<file path="src/arp_request_responder_defines.svh">
// Assertion macros for the ARP request responder.
`ifndef ARP_REQUEST_RESPONDER_DEFINES_SVH
`define ARP_REQUEST_RESPONDER_DEFINES_SVH

// Same-cycle implication, sampled on clk, off during reset.
`define ARPR_ASSERT_NOW(lbl, ante, cons, msg) \
  lbl: assert property (@(posedge clk) disable iff (!rst_n) (ante) |-> (cons)) \
    else $error(msg);

// Next-cycle implication, sampled on clk, off during reset.
`define ARPR_ASSERT_NEXT(lbl, ante, cons, msg) \
  lbl: assert property (@(posedge clk) disable iff (!rst_n) (ante) |=> (cons)) \
    else $error(msg);

`endif

</file>
<file path="src/arpr_pkg.sv">
// Shared types, constants and helpers of the ARP request responder.
package arpr_pkg;

  localparam int unsigned FRAME_LEN = 42;
  localparam int unsigned ADDR_W    = $clog2(FRAME_LEN);
  localparam int unsigned CNT_W     = 6;
  localparam int unsigned CHECK_LEN = 22;
  localparam int unsigned CHECK_W   = $clog2(CHECK_LEN);
  localparam int unsigned RANK_W    = 25;

  localparam logic [CNT_W-1:0]  COUNT_MAX = 6'd63;
  localparam logic [CNT_W-1:0]  LAST_IDX  = 6'(FRAME_LEN - 1);
  localparam logic [ADDR_W-1:0] RANK_B0   = 6'd39;
  localparam logic [ADDR_W-1:0] RANK_B1   = 6'd40;
  localparam logic [ADDR_W-1:0] RANK_B2   = 6'd41;

  // Expected request bytes: broadcast dst, type 0806, ARP request header.
  localparam logic [7:0] REQ_EXPECT [CHECK_LEN] = '{
    8'hff, 8'hff, 8'hff, 8'hff, 8'hff, 8'hff,
    8'h00, 8'h00, 8'h00, 8'h00, 8'h00, 8'h00,
    8'h08, 8'h06,
    8'h00, 8'h01, 8'h08, 8'h00, 8'h06, 8'h04, 8'h00, 8'h01
  };
  // Positions that take part in the check (source MAC is ignored).
  localparam logic [CHECK_LEN-1:0] CHECK_CARE = 22'h3ff03f;

  localparam logic [7:0] REPLY_HDR [8] = '{
    8'h00, 8'h01, 8'h08, 8'h00, 8'h06, 8'h04, 8'h00, 8'h02
  };

  typedef struct packed {
    logic        frame_held;
    logic        is_request;
    logic [23:0] ip_low;
  } frame_status_t;

  // Store address that feeds reply byte k (don't care for generated bytes).
  function automatic logic [ADDR_W-1:0] src_addr(input logic [CNT_W-1:0] k);
    logic [ADDR_W-1:0] a;
    a = '0;
    case (k) inside
      [6'd0:6'd5]:            a = k + 6'd6;
      6'd6, 6'd7, 6'd12, 6'd13: a = k;
      6'd22, 6'd23:           a = k - 6'd16;
      [6'd28:6'd31]:          a = k + 6'd10;
      [6'd32:6'd41]:          a = k - 6'd10;
      default:                a = '0;
    endcase
    return a;
  endfunction

endpackage

</file>
<file path="src/arpr_stream_if.sv">
// Valid/ready stream interfaces for frame bytes in and reply words out.
interface arpr_in_if;
  logic       valid;
  logic       ready;
  logic [7:0] in_byte;
  logic       in_last;

  modport source (output valid, output in_byte, output in_last, input ready);
  modport sink   (input valid, input in_byte, input in_last, output ready);
endinterface

interface arpr_out_if;
  logic                             valid;
  logic                             ready;
  logic [7:0]                       out_byte;
  logic                             is_reply;
  logic signed [arpr_pkg::RANK_W-1:0] queried_rank;
  logic                             out_last;

  modport source (output valid, output out_byte, output is_reply,
                  output queried_rank, output out_last, input ready);
  modport sink   (input valid, input out_byte, input is_reply,
                  input queried_rank, input out_last, output ready);
endinterface

</file>
<file path="src/arp_request_responder.sv">
// ARP request responder: takes a frame a byte per word, answers with reply or reject.
// Frame bytes are taken back to back, one word per cycle, between frames.
// After the last byte, input ready stays low until the reply or reject has been issued.
// First word passes hold, run, read and output registers, then one word per ready cycle,
// set by the single frame store read port feeding the output register.
// Synchronous active-low reset clears count and control; the frame store is not cleared.
module arp_request_responder (
  input  logic        clk,
  input  logic        rst_n,
  arpr_in_if.sink     in_ch,
  arpr_out_if.source  out_ch
);

  logic                            wr_en;
  logic [arpr_pkg::ADDR_W-1:0]     wr_addr;
  logic [7:0]                      wr_data;
  logic                            rd_en;
  logic [arpr_pkg::ADDR_W-1:0]     rd_addr;
  logic [7:0]                      rd_data_r;
  logic                            release_frame;
  arpr_pkg::frame_status_t         status;

  arpr_rx u_rx (
    .clk           (clk),
    .rst_n         (rst_n),
    .in_ch         (in_ch),
    .release_frame (release_frame),
    .wr_en         (wr_en),
    .wr_addr       (wr_addr),
    .wr_data       (wr_data),
    .status        (status)
  );

  arpr_frame_ram u_ram (
    .clk       (clk),
    .wr_en     (wr_en),
    .wr_addr   (wr_addr),
    .wr_data   (wr_data),
    .rd_en     (rd_en),
    .rd_addr   (rd_addr),
    .rd_data_r (rd_data_r)
  );

  arpr_tx u_tx (
    .clk           (clk),
    .rst_n         (rst_n),
    .status        (status),
    .release_frame (release_frame),
    .rd_en         (rd_en),
    .rd_addr       (rd_addr),
    .rd_data_r     (rd_data_r),
    .out_ch        (out_ch)
  );

endmodule

</file>
<file path="src/arpr_frame_ram.sv">
// Frame store: one write port, one registered read port.
module arpr_frame_ram (
  input  logic                          clk,
  input  logic                          wr_en,
  input  logic [arpr_pkg::ADDR_W-1:0]   wr_addr,
  input  logic [7:0]                    wr_data,
  input  logic                          rd_en,
  input  logic [arpr_pkg::ADDR_W-1:0]   rd_addr,
  output logic [7:0]                    rd_data_r
);

  logic [7:0] mem [arpr_pkg::FRAME_LEN];

  always_ff @(posedge clk) begin
    if (wr_en) begin
      mem[wr_addr] <= wr_data;
    end
  end

  always_ff @(posedge clk) begin
    if (rd_en) begin
      rd_data_r <= mem[rd_addr];
    end
  end

endmodule

</file>
<file path="src/arpr_rx.sv">
// Receive side: byte count, store writes, header match flags, target IP capture.
module arpr_rx (
  input  logic                            clk,
  input  logic                            rst_n,
  arpr_in_if.sink                         in_ch,
  input  logic                            release_frame,
  output logic                            wr_en,
  output logic [arpr_pkg::ADDR_W-1:0]     wr_addr,
  output logic [7:0]                      wr_data,
  output arpr_pkg::frame_status_t         status
);

  logic [arpr_pkg::CNT_W-1:0]     count_r;
  logic                           held_r;
  logic                           len_ok_r;
  logic [arpr_pkg::CHECK_LEN-1:0] match_r;
  logic [7:0]                     ip2_r, ip1_r, ip0_r;
  logic                           accept;

  assign in_ch.ready = !held_r;
  assign accept      = in_ch.valid && !held_r;

  assign wr_en   = accept && (count_r < arpr_pkg::CNT_W'(arpr_pkg::FRAME_LEN));
  assign wr_addr = count_r[arpr_pkg::ADDR_W-1:0];
  assign wr_data = in_ch.in_byte;

  assign status.frame_held = held_r;
  assign status.is_request = len_ok_r && (&(match_r | ~arpr_pkg::CHECK_CARE));
  assign status.ip_low     = {ip2_r, ip1_r, ip0_r};

  always_ff @(posedge clk) begin
    if (!rst_n) begin
      count_r <= '0;
      held_r  <= 1'b0;
    end else begin
      if (accept) begin
        if (in_ch.in_last) begin
          count_r <= '0;
          held_r  <= 1'b1;
        end else if (count_r < arpr_pkg::COUNT_MAX) begin
          count_r <= count_r + 6'd1;
        end
      end else if (release_frame) begin
        held_r <= 1'b0;
      end
    end
  end

  // Per-frame capture; a short frame is rejected so stale flags never matter.
  always_ff @(posedge clk) begin
    if (accept) begin
      if (in_ch.in_last) begin
        len_ok_r <= (count_r >= arpr_pkg::LAST_IDX);
      end
      if (count_r < arpr_pkg::CNT_W'(arpr_pkg::CHECK_LEN)) begin
        match_r[count_r[arpr_pkg::CHECK_W-1:0]] <=
          (in_ch.in_byte == arpr_pkg::REQ_EXPECT[count_r[arpr_pkg::CHECK_W-1:0]]);
      end
      if (count_r == arpr_pkg::RANK_B0) ip2_r <= in_ch.in_byte;
      if (count_r == arpr_pkg::RANK_B1) ip1_r <= in_ch.in_byte;
      if (count_r == arpr_pkg::RANK_B2) ip0_r <= in_ch.in_byte;
    end
  end

endmodule

</file>
<file path="src/arpr_tx.sv">
// Transmit side: reply sequencer, store read stage and output register.
`include "arp_request_responder_defines.svh"

module arpr_tx (
  input  logic                            clk,
  input  logic                            rst_n,
  input  arpr_pkg::frame_status_t         status,
  output logic                            release_frame,
  output logic                            rd_en,
  output logic [arpr_pkg::ADDR_W-1:0]     rd_addr,
  input  logic [7:0]                      rd_data_r,
  arpr_out_if.source                      out_ch
);

  logic                                running_r;
  logic                                run_reply_r;
  logic [arpr_pkg::CNT_W-1:0]          k_r;
  logic signed [arpr_pkg::RANK_W-1:0]  rank_r;
  logic                                s1_valid_r;
  logic                                s1_rej_r;
  logic [arpr_pkg::CNT_W-1:0]          s1_k_r;
  logic signed [arpr_pkg::RANK_W-1:0]  s1_rank_r;
  logic                                out_valid_r;
  logic [7:0]                          out_byte_r;
  logic                                out_reply_r;
  logic signed [arpr_pkg::RANK_W-1:0]  out_rank_r;
  logic                                out_last_r;

  logic       adv;
  logic       issue;
  logic       start;
  logic [7:0] byte_nxt;
  logic [5:0] hdr_off;

  assign adv           = !out_valid_r || out_ch.ready;
  assign issue         = running_r && adv;
  assign start         = !running_r && status.frame_held;
  assign release_frame = issue && (!run_reply_r || (k_r == arpr_pkg::LAST_IDX));
  assign rd_en         = adv;
  assign rd_addr       = arpr_pkg::src_addr(k_r);
  assign hdr_off       = s1_k_r - 6'd14;

  // rank travels with the read stage; the next frame may reload rank_r under a stall
  always_comb begin
    byte_nxt = rd_data_r;
    case (s1_k_r) inside
      6'd8, 6'd24:   byte_nxt = {8{s1_rank_r[arpr_pkg::RANK_W-1]}};
      6'd9, 6'd25:   byte_nxt = s1_rank_r[23:16];
      6'd10, 6'd26:  byte_nxt = s1_rank_r[15:8];
      6'd11, 6'd27:  byte_nxt = s1_rank_r[7:0];
      [6'd14:6'd21]: byte_nxt = arpr_pkg::REPLY_HDR[hdr_off[2:0]];
      default:       byte_nxt = rd_data_r;
    endcase
  end

  always_ff @(posedge clk) begin
    if (!rst_n) begin
      running_r   <= 1'b0;
      s1_valid_r  <= 1'b0;
      out_valid_r <= 1'b0;
    end else begin
      if (start) begin
        running_r <= 1'b1;
      end else if (release_frame) begin
        running_r <= 1'b0;
      end
      if (adv) begin
        s1_valid_r  <= issue;
        out_valid_r <= s1_valid_r;
      end
    end
  end

  always_ff @(posedge clk) begin
    if (start) begin
      run_reply_r <= status.is_request;
      k_r         <= '0;
      rank_r      <= $signed({1'b0, status.ip_low}) - 25'sd1;
    end else if (issue) begin
      k_r <= k_r + 6'd1;
    end
    if (adv) begin
      s1_k_r    <= k_r;
      s1_rej_r  <= !run_reply_r;
      s1_rank_r <= rank_r;
      if (s1_rej_r) begin
        out_byte_r  <= '0;
        out_reply_r <= 1'b0;
        out_rank_r  <= '0;
        out_last_r  <= 1'b1;
      end else begin
        out_byte_r  <= byte_nxt;
        out_reply_r <= 1'b1;
        out_rank_r  <= s1_rank_r;
        out_last_r  <= (s1_k_r == arpr_pkg::LAST_IDX);
      end
    end
  end

  assign out_ch.valid        = out_valid_r;
  assign out_ch.out_byte     = out_byte_r;
  assign out_ch.is_reply     = out_reply_r;
  assign out_ch.queried_rank = out_rank_r;
  assign out_ch.out_last     = out_last_r;

  `ARPR_ASSERT_NOW(a_run_needs_frame, running_r, status.frame_held,
    "sequencer running with no frame held")
  `ARPR_ASSERT_NOW(a_reject_single, out_valid_r && !out_reply_r, out_last_r,
    "reject word not marked last")
  `ARPR_ASSERT_NEXT(a_release_stops, release_frame, !running_r && !status.frame_held,
    "sequencer or frame hold survived release")
  `ARPR_ASSERT_NOW(a_index_range, s1_valid_r && !s1_rej_r, s1_k_r <= arpr_pkg::LAST_IDX,
    "reply index past end of frame")

endmodule

</file>
<file path="src/flat_wrapper.sv">
// flat-port wrapper written by rule: the top's interface ports become plain ports
module arp_request_responder_flat 
  (clk, rst_n, in_ch_valid, in_ch_in_byte, in_ch_in_last, in_ch_ready, out_ch_valid, out_ch_out_byte, out_ch_is_reply, out_ch_queried_rank, out_ch_out_last, out_ch_ready);
  arpr_in_if in_ch_i ();
  arpr_out_if out_ch_i ();
  input  logic clk;
  input  logic rst_n;
  input wire logic [$bits(in_ch_i.valid)-1:0] in_ch_valid;
  input wire logic [$bits(in_ch_i.in_byte)-1:0] in_ch_in_byte;
  input wire logic [$bits(in_ch_i.in_last)-1:0] in_ch_in_last;
  output wire logic [$bits(in_ch_i.ready)-1:0] in_ch_ready;
  output wire logic [$bits(out_ch_i.valid)-1:0] out_ch_valid;
  output wire logic [$bits(out_ch_i.out_byte)-1:0] out_ch_out_byte;
  output wire logic [$bits(out_ch_i.is_reply)-1:0] out_ch_is_reply;
  output wire logic [$bits(out_ch_i.queried_rank)-1:0] out_ch_queried_rank;
  output wire logic [$bits(out_ch_i.out_last)-1:0] out_ch_out_last;
  input wire logic [$bits(out_ch_i.ready)-1:0] out_ch_ready;
  assign in_ch_i.valid = in_ch_valid;
  assign in_ch_i.in_byte = in_ch_in_byte;
  assign in_ch_i.in_last = in_ch_in_last;
  assign in_ch_ready = in_ch_i.ready;
  assign out_ch_valid = out_ch_i.valid;
  assign out_ch_out_byte = out_ch_i.out_byte;
  assign out_ch_is_reply = out_ch_i.is_reply;
  assign out_ch_queried_rank = out_ch_i.queried_rank;
  assign out_ch_out_last = out_ch_i.out_last;
  assign out_ch_i.ready = out_ch_ready;
  arp_request_responder u_core (.clk(clk), .rst_n(rst_n), .in_ch(in_ch_i), .out_ch(out_ch_i));
endmodule
</file>
<file path="config.mk">
export PLATFORM = sky130hd
export DESIGN_NAME = arp_request_responder_flat
export DESIGN_NICKNAME = d
export VERILOG_FILES = /design/src/arpr_pkg.sv /design/src/arpr_stream_if.sv /design/src/arp_request_responder.sv /design/src/arpr_frame_ram.sv /design/src/arpr_rx.sv /design/src/arpr_tx.sv /design/src/flat_wrapper.sv
export VERILOG_INCLUDE_DIRS = /design/src /design/src/src
export SDC_FILE = /design/constraint.sdc
export NUM_CORES = 1
export LEC_CHECK = 0
export ABC_AREA = 1
export BUFFER_PORTS_ARGS = -buffer_cell sky130_fd_sc_hd__buf_2
export CAP_MARGIN = 20
export CORE_MARGIN = 2
export CORE_UTILIZATION = 65
export CTS_CLUSTER_SIZE = 8
export DETAILED_ROUTE_END_ITERATION = 7
export PLACE_DENSITY = 0.87
export RECOVER_POWER = 100
export REMOVE_ABC_BUFFERS = 1
export SETUP_SLACK_MARGIN = 0.02
export SYNTH_ARGS = -nofsm -noshare
export SYNTH_HDL_FRONTEND = slang
export SYNTH_SLANG_ARGS = --single-unit
</file>
<file path="constraint.sdc">
create_clock -name clk -period 6.2 [get_ports clk]
set_input_delay 0.31 -clock clk [delete_from_list [all_inputs] [get_ports clk]]
set_output_delay 0.31 -clock clk [all_outputs]
set_load 0.01 [all_outputs]
</file>
Yosys cells after proc, flatten, opt, wreduce, memory -nomap -nowiden
Memory sizes are Yosys's and may differ from the RTL's. A register that Yosys moved wholly into a read port is not among the register bits.
Index checks and enable logic that the tools add are counted.
{"block": "classes", "bitwise": 2, "reduce_logical": 34, "eq_ne": 21, "magnitude_cmp": 16, "mux": 26, "n_addsub": 8}
{"operator": "$mux 8", "count": 9}
{"operator": "$mux 6", "count": 7}
{"operator": "$eq 6x4->1 const B", "count": 6}
{"operator": "$eq 6x5->1 const B", "count": 6}
{"operator": "$eq 6x6->1 const B", "count": 5}
{"operator": "$sub 24x1->25 const B", "count": 1}
{"operator": "$bwmux 22", "count": 1}
{"operator": "$ge 6x6->1 const B", "count": 3}
{"operator": "$reduce_and 16->1", "count": 1}
{"operator": "$reduce_and 2->1", "count": 7}
{"operator": "$add 6x1->6 const B", "count": 2}
{"operator": "$eq 6x3->1 const B", "count": 2}
{"operator": "$le 6x5->1 const B", "count": 2}
{"operator": "$lt 6x6->1 const B", "count": 2}
{"operator": "$logic_and 1x1->1", "count": 11}
{"operator": "$reduce_or 2->1", "count": 5}
{"operator": "$eq 8x8->1", "count": 1}
{"operator": "$mux 1", "count": 8}
{"operator": "$add 6x3->6 const B", "count": 1}
{"operator": "$add 6x4->6 const B", "count": 1}
{"operator": "$ge 6x1->1 const B", "count": 1}
{"operator": "$ge 6x4->1 const B", "count": 1}
{"operator": "$ge 6x5->1 const B", "count": 1}
{"operator": "$le 6x3->1 const B", "count": 1}
{"operator": "16 further kinds", "count": 22}
{"block": "word_totals", "regBits": 156, "mem_count": 3, "mem_bits_ro": 320, "wordCells": 130, "ramBits": 336}
{"name": "u_core.u_ram.mem", "words": 42, "word_bits": 8, "read_ports": 1, "rd_clocked_by_memory_dff": 1, "write_ports": 1, "line": "arpr_frame_ram.sv:12", "text": "logic [7:0] mem [arpr_pkg::FRAME_LEN];"}
{"name": "(name not given)", "words": 32, "word_bits": 8, "read_ports": 1, "rd_clocked_by_memory_dff": 0, "write_ports": 0, "line": "arpr_rx.sv:57", "text": "(in_ch.in_byte == arpr_pkg::REQ_EXPECT[count_r[arpr_pkg::CHECK_W-1:0]]);"}
{"name": "(name not given)", "words": 8, "word_bits": 8, "read_ports": 1, "rd_clocked_by_memory_dff": 0, "write_ports": 0, "line": "arpr_tx.sv:51", "text": "[6'd14:6'd21]: byte_nxt = arpr_pkg::REPLY_HDR[hdr_off[2:0]];"}

Depth between registers and ports, before layout
{"block": "logic_depth", "word_depth": 10, "mapped_depth": 22}

Cells and area by module
A second synthesis with hierarchy kept.
{"block": "unflattened", "hier_cells": 1911, "area_unflattened_um2": 21370.5}
{"mod": "arpr_frame_ram", "area_per_inst_um2": 14109.8, "cells_each": 1188, "seq_area_each_um2": 10329.9, "instances": 1}
{"mod": "arpr_tx", "area_per_inst_um2": 5057.4, "cells_each": 518, "seq_area_each_um2": 2972.9, "instances": 1}
{"mod": "arpr_rx", "area_per_inst_um2": 2203.4, "cells_each": 205, "seq_area_each_um2": 1371.3, "instances": 1}

Least setup slack after synthesis
No wires, ideal clock.
{"block": "synth_timing", "path_type": "reg-to-reg", "from": "reg u_core.u_rx.count_r, in the netlist u_core.u_rx.wr_addr[3]", "to": "reg u_core.u_rx.match_r[0] in the netlist's numbering (data pin)", "setup_ps": 489, "stages_incl_launch_ff": 9, "path_slack_ps": 2880, "t_arrival_ps": 2832, "period_less_slack_ps": 3320, "required_time_ps": 5711, "path_cell_list": "dfxtp_1 -> clkbuf_1 -> inv_1 -> a21oi_1 -> o21ai_0 -> o21ai_0 -> xor2_1 -> o211ai_1 -> a2111oi_0"}
{"block": "synth_between", "elab_chain_len": 6, "word_cells_on_any_way": 11}
{"element": "start, declared", "line": "arpr_rx.sv:13", "text": "logic [arpr_pkg::CNT_W-1:0] count_r;"}
{"element": "start signal, assigned", "line": "arpr_rx.sv:41", "text": "count_r <= count_r + 6'd1;"}
{"element": "$not 5->6 (not written as such)", "line": "arpr_rx.sv:57"}
{"element": "$mem_v2 32x8"}
{"element": "$mux 8 (not written as such) (2 in a row)", "line": "arpr_rx.sv:57"}
{"element": "$eq 8x8->1", "line": "arpr_rx.sv:57"}
{"element": "$bwmux 22 (*)", "line": "arpr_rx.sv:56", "text": "match_r[count_r[arpr_pkg::CHECK_W-1:0]] <="}
{"element": "end signal, assigned by index", "line": "arpr_rx.sv:56"}
{"element": "end, declared", "line": "arpr_rx.sv:16", "text": "logic [arpr_pkg::CHECK_LEN-1:0] match_r;"}
Mark *: on every way between the ends. The rest lies on a longest branch, timed or not. The select of a mux whose other input is x is not followed.
A chain may end at the register's enable or synchronous reset.

Worst setup path after layout
{"block": "layout_timing", "from": "reg u_core.u_tx.k_r[0] in the netlist's numbering", "to": "reg u_core.u_ram.rd_data_r[6] (read register of u_core.u_ram.mem) (data pin)"}
{"block": "layout_between", "elab_chain_len": 7, "word_cells_on_any_way": 26}
{"element": "start, declared", "line": "arpr_tx.sv:17", "text": "logic [arpr_pkg::CNT_W-1:0] k_r;"}
{"element": "start signal, assigned", "line": "arpr_tx.sv:80", "text": "k_r <= k_r + 6'd1;"}
{"element": "$ge 6x6->1 (not written as such) or $le 6x6->1 (tied branches)", "line": "arpr_tx.sv:40", "text": "assign rd_addr = arpr_pkg::src_addr(k_r);"}
{"element": "$logic_and 1x1->1 (not written as such)", "line": "arpr_tx.sv:40"}
{"element": "$mux 6 (4 in a row)", "line": "arpr_pkg.sv:41", "text": "case (k) inside"}
{"element": "$mux 6 (*)", "line": "arpr_pkg.sv:41"}
{"element": "end, declared", "line": "arpr_frame_ram.sv:9", "text": "output logic [7:0] rd_data_r"}
Mark *: on every way between the ends. The rest lies on a longest branch, timed or not.

==> results.yml <==
worst_setup_path:
  cpMostUsedCell: "nand3_1"
  r2r_slack_ps: 840
  crit_path_top_delay_cell: "clkbuf_1"
  criticalPathCategory: "reg2reg"
  crit_buf_inv: 2
  critPathMaxStageDelay_ps: 2560
  arrival_ps: 5680
  timing.rr.end: "u_core.u_ram.rd_data_r[6]"
  worstPathRequired_ps: 6520
  critPathMaxFanout: 74
  path_delay_family: "buffers and inverters"
  r2r_start: "u_core.u_tx.k_r[0]"
  r2r_cells: 9
  start_kind: "register"
  cp.depth: 9
  cp-end-kind: "register"
  cp_cell_sequence: "clkbuf_1 -> buf_4 -> nand3_1 -> nand3_1 -> nand3_1 -> nand3_1 -> nand3_1 -> nand3_1 -> nand2_1"
global_routing:
  grt_start_max_net_pins: 91
  overflow: 0
  grt_pass1_vias: 15200
  antenna_found_initial: 1
  grt_pass1_wl_mm: 83.7
  grt_usage: 0.311
clock_network:
  clkSlewWorstSetupHoldPaths_ps: 50
  cts-root-buf: "clkbuf_16"
  cts_sinks: 494
  cts_setup_buffers: 0
  cts-resized-gates: 0
  clock_latency_ps: 590
  hold_buffers: 0
  cts_tree: "built"
  htree_levels: 3
  clockBufferDepth: 3
  cts_buffers: 71
routing:
  drtPass1Iterations: 7
  via_count: 15500
  drcViolationCount: 0
  vias_per_cell: 6.16
  wl_mm: 54.8
  routedWlPerCell_microns: 21.8
  drtIter0Drc: 2144
  ant_nets: 0
outcome:
  outcome: "finished with violations"
  violations: "capacitance limit, slew limit"
power:
  power.density_nw_per_um2: 434
  ir_worst_vdd_v: 0.000258
  p_leak_uw: 0.00941
  p_total_uw: 10600
synthesis:
  synth_largest_area_cell: "edfxtp_1"
  mappedNetlistArea_sq_um: 21800
  synth_commonest_cells: "edfxtp_1, nand3_1, inv_1, nand2_1, nor2_1"
  synth_warnings: 0
  synthTopCellsByArea: "edfxtp_1, nand3_1, inv_1"
  synthCells: 1978
  synth.most_common_cell: "edfxtp_1"
  synth-main-ff-cell: "edfxtp_1"
  synth_seq_area_share: 0.672
  synth_largest_type_area_fraction: 0.657
  synth.distinct_cells: 43
  syn_area_per_cell_sq_um: 11.0
  synth_edf_count: 478
  synth_seq_cells: 494
  ys_async_sr_fraction: 0
cells_and_area:
  synthToLayoutAreaGrowth_pct: 11.4
  antenna_cells: 0
  finalInstanceArea_sq_um: 24300
  fillers: 2068
  drive_above_1_share: 0.0579
  nNetsFinal: 2072
worst_hold_path:
  hold_path_depth: 4
  hold_start: "out_ch_ready"
  hold_path_end: "u_core.u_tx.s1_valid_r"
  hold_class: "in2reg"
floorplanning:
  core_area_sq_um: 33300
  die_x_microns: 187
  start_util: 0.656
  num_rows: 67
  die_h_microns: 187
  io_pins: 50
  die-area_sq_um: 35100
timing:
  grt_setup_unrepaired: "false"
  hold_violations: 0
  layout_setup_ws_ps: 838
  drv_slew: 492
  relSlewSlack: -1.42
  fin_crit_sh: 0.865
  setup_viol: 0
  fmax_mhz: 187
  tightest_slew_ps: 3630
  finClkSkew_ps: 22.0
  final.min_clock_period_ps: 5360
placed_design:
  placed_cell_area_sq_um: 22400
  port_buffers: 49
  post-dp-hpwl_mm: 32.0
  gp_congestion: 0.915
  pre_cts_ws_ps: 1770
flow_run:
  maxCapViolCount: 10
metal layers:
metal  GRT usage  routed length [microns]
met1       0.400                    20000
met2       0.507                    26400
met3      0.0705                     6140
met4       0.151                     2320
met5           0                        9
kinds of logic (layout without fill, tap and decap cells):
logic type / after synthesis / after routing / share of synthesized area
buffers and inverters: 381 / 474 / 0.0705
XOR/XNOR: 20 / 20 / 0.00802
AND/OR/NAND/NOR: 930 / 930 / 0.199
adder cells (fa/ha/maj): 23 / 23 / 0.0132
flip-flops: 494 / 494 / 0.672
AO/OA/AOI/OAI: 130 / 130 / 0.0374
cells in the final DEF (no fill, tap or decap), types with 34 or more instances in the layout:
cell type	synthesis	routed
inv_1	283	283
o21ai_0	34	34
clkbuf_16	0	72
nor2_1	164	164
nand3_1	354	354
nand2_1	276	276
edfxtp_1	478	478
clkbuf_1	33	84
nand3b_1	57	57
o211ai_1	38	38
state kept, by name, indices dropped and copies added (netlist names), 8 cells and up:
name                             cells
u_core.u_ram.mem                   336
u_core.u_ram.rd_data_r               8
u_core.u_rx.ip0_r                    8
u_core.u_rx.ip1_r                    8
u_core.u_rx.ip2_r                    8
u_core.u_rx.match_r                 16
u_core.u_tx.out_ch.out_byte          8
u_core.u_tx.out_ch.queried_rank     25
u_core.u_tx.rank_r                  25
u_core.u_tx.s1_rank_r               25
cell type report:
cell class / instances / area (sq um) / area share
repair buffers: 76 / 362 / 0.0149
well taps: 448 / 561 / 0.0231
clock inverters: 7 / 90.1 / 0.00370
inverters: 290 / 1090 / 0.0448
clock buffers: 101 / 1910 / 0.0786
flip-flops and latches: 494 / 14700 / 0.603
multi-input cells: 1103 / 5630 / 0.232
worst max path at each step:
stage,from,endpoint,slack [ps]
after global routing,u_core.u_tx.k_r[0],u_core.u_ram.rd_data_r[6],660
final,u_core.u_tx.k_r[0],u_core.u_ram.rd_data_r[6],840
after global placement,u_core.u_tx.k_r[1],u_core.u_ram.rd_data_r[2],1960
after detailed placement,u_core.u_tx.k_r[1],u_core.u_ram.rd_data_r[4],1770
after CTS,u_core.u_tx.k_r[1],u_core.u_ram.rd_data_r[6],1720
after floorplan,u_core.u_tx.k_r[0],u_core.u_ram.rd_data_r[1],-2210
worst min-delay path, delay by kind of cell:
kind	cells	cell delay (ps)
buffers and inverters	1	80
AND/OR/NAND/NOR	2	150
AO/OA/AOI/OAI	1	60
report_power, final:
part / leakage, uW / switching (uW) / internal (uW)
combinational: 0.00386 / 2250 / 880
clock: 0.000963 / 1380 / 2120
sequential: 0.00459 / 102 / 3820
total: 0.00941 / 3730 / 6830
metrics by stage:
stage          hold WS [ps]  instances  setup TNS (ps)  utilization
2_1_floorplan           400       1887          -17680            -
3_3_place_gp            401       2406               0        0.673
3_5_place_dp            407       2407               0        0.673
4_1_cts                86.1       2515               0        0.733
5_1_grt                 106       2519               0        0.731
6_report               78.4       2519               0        0.731
Note: power is estimated with default switching activity, not from simulation.
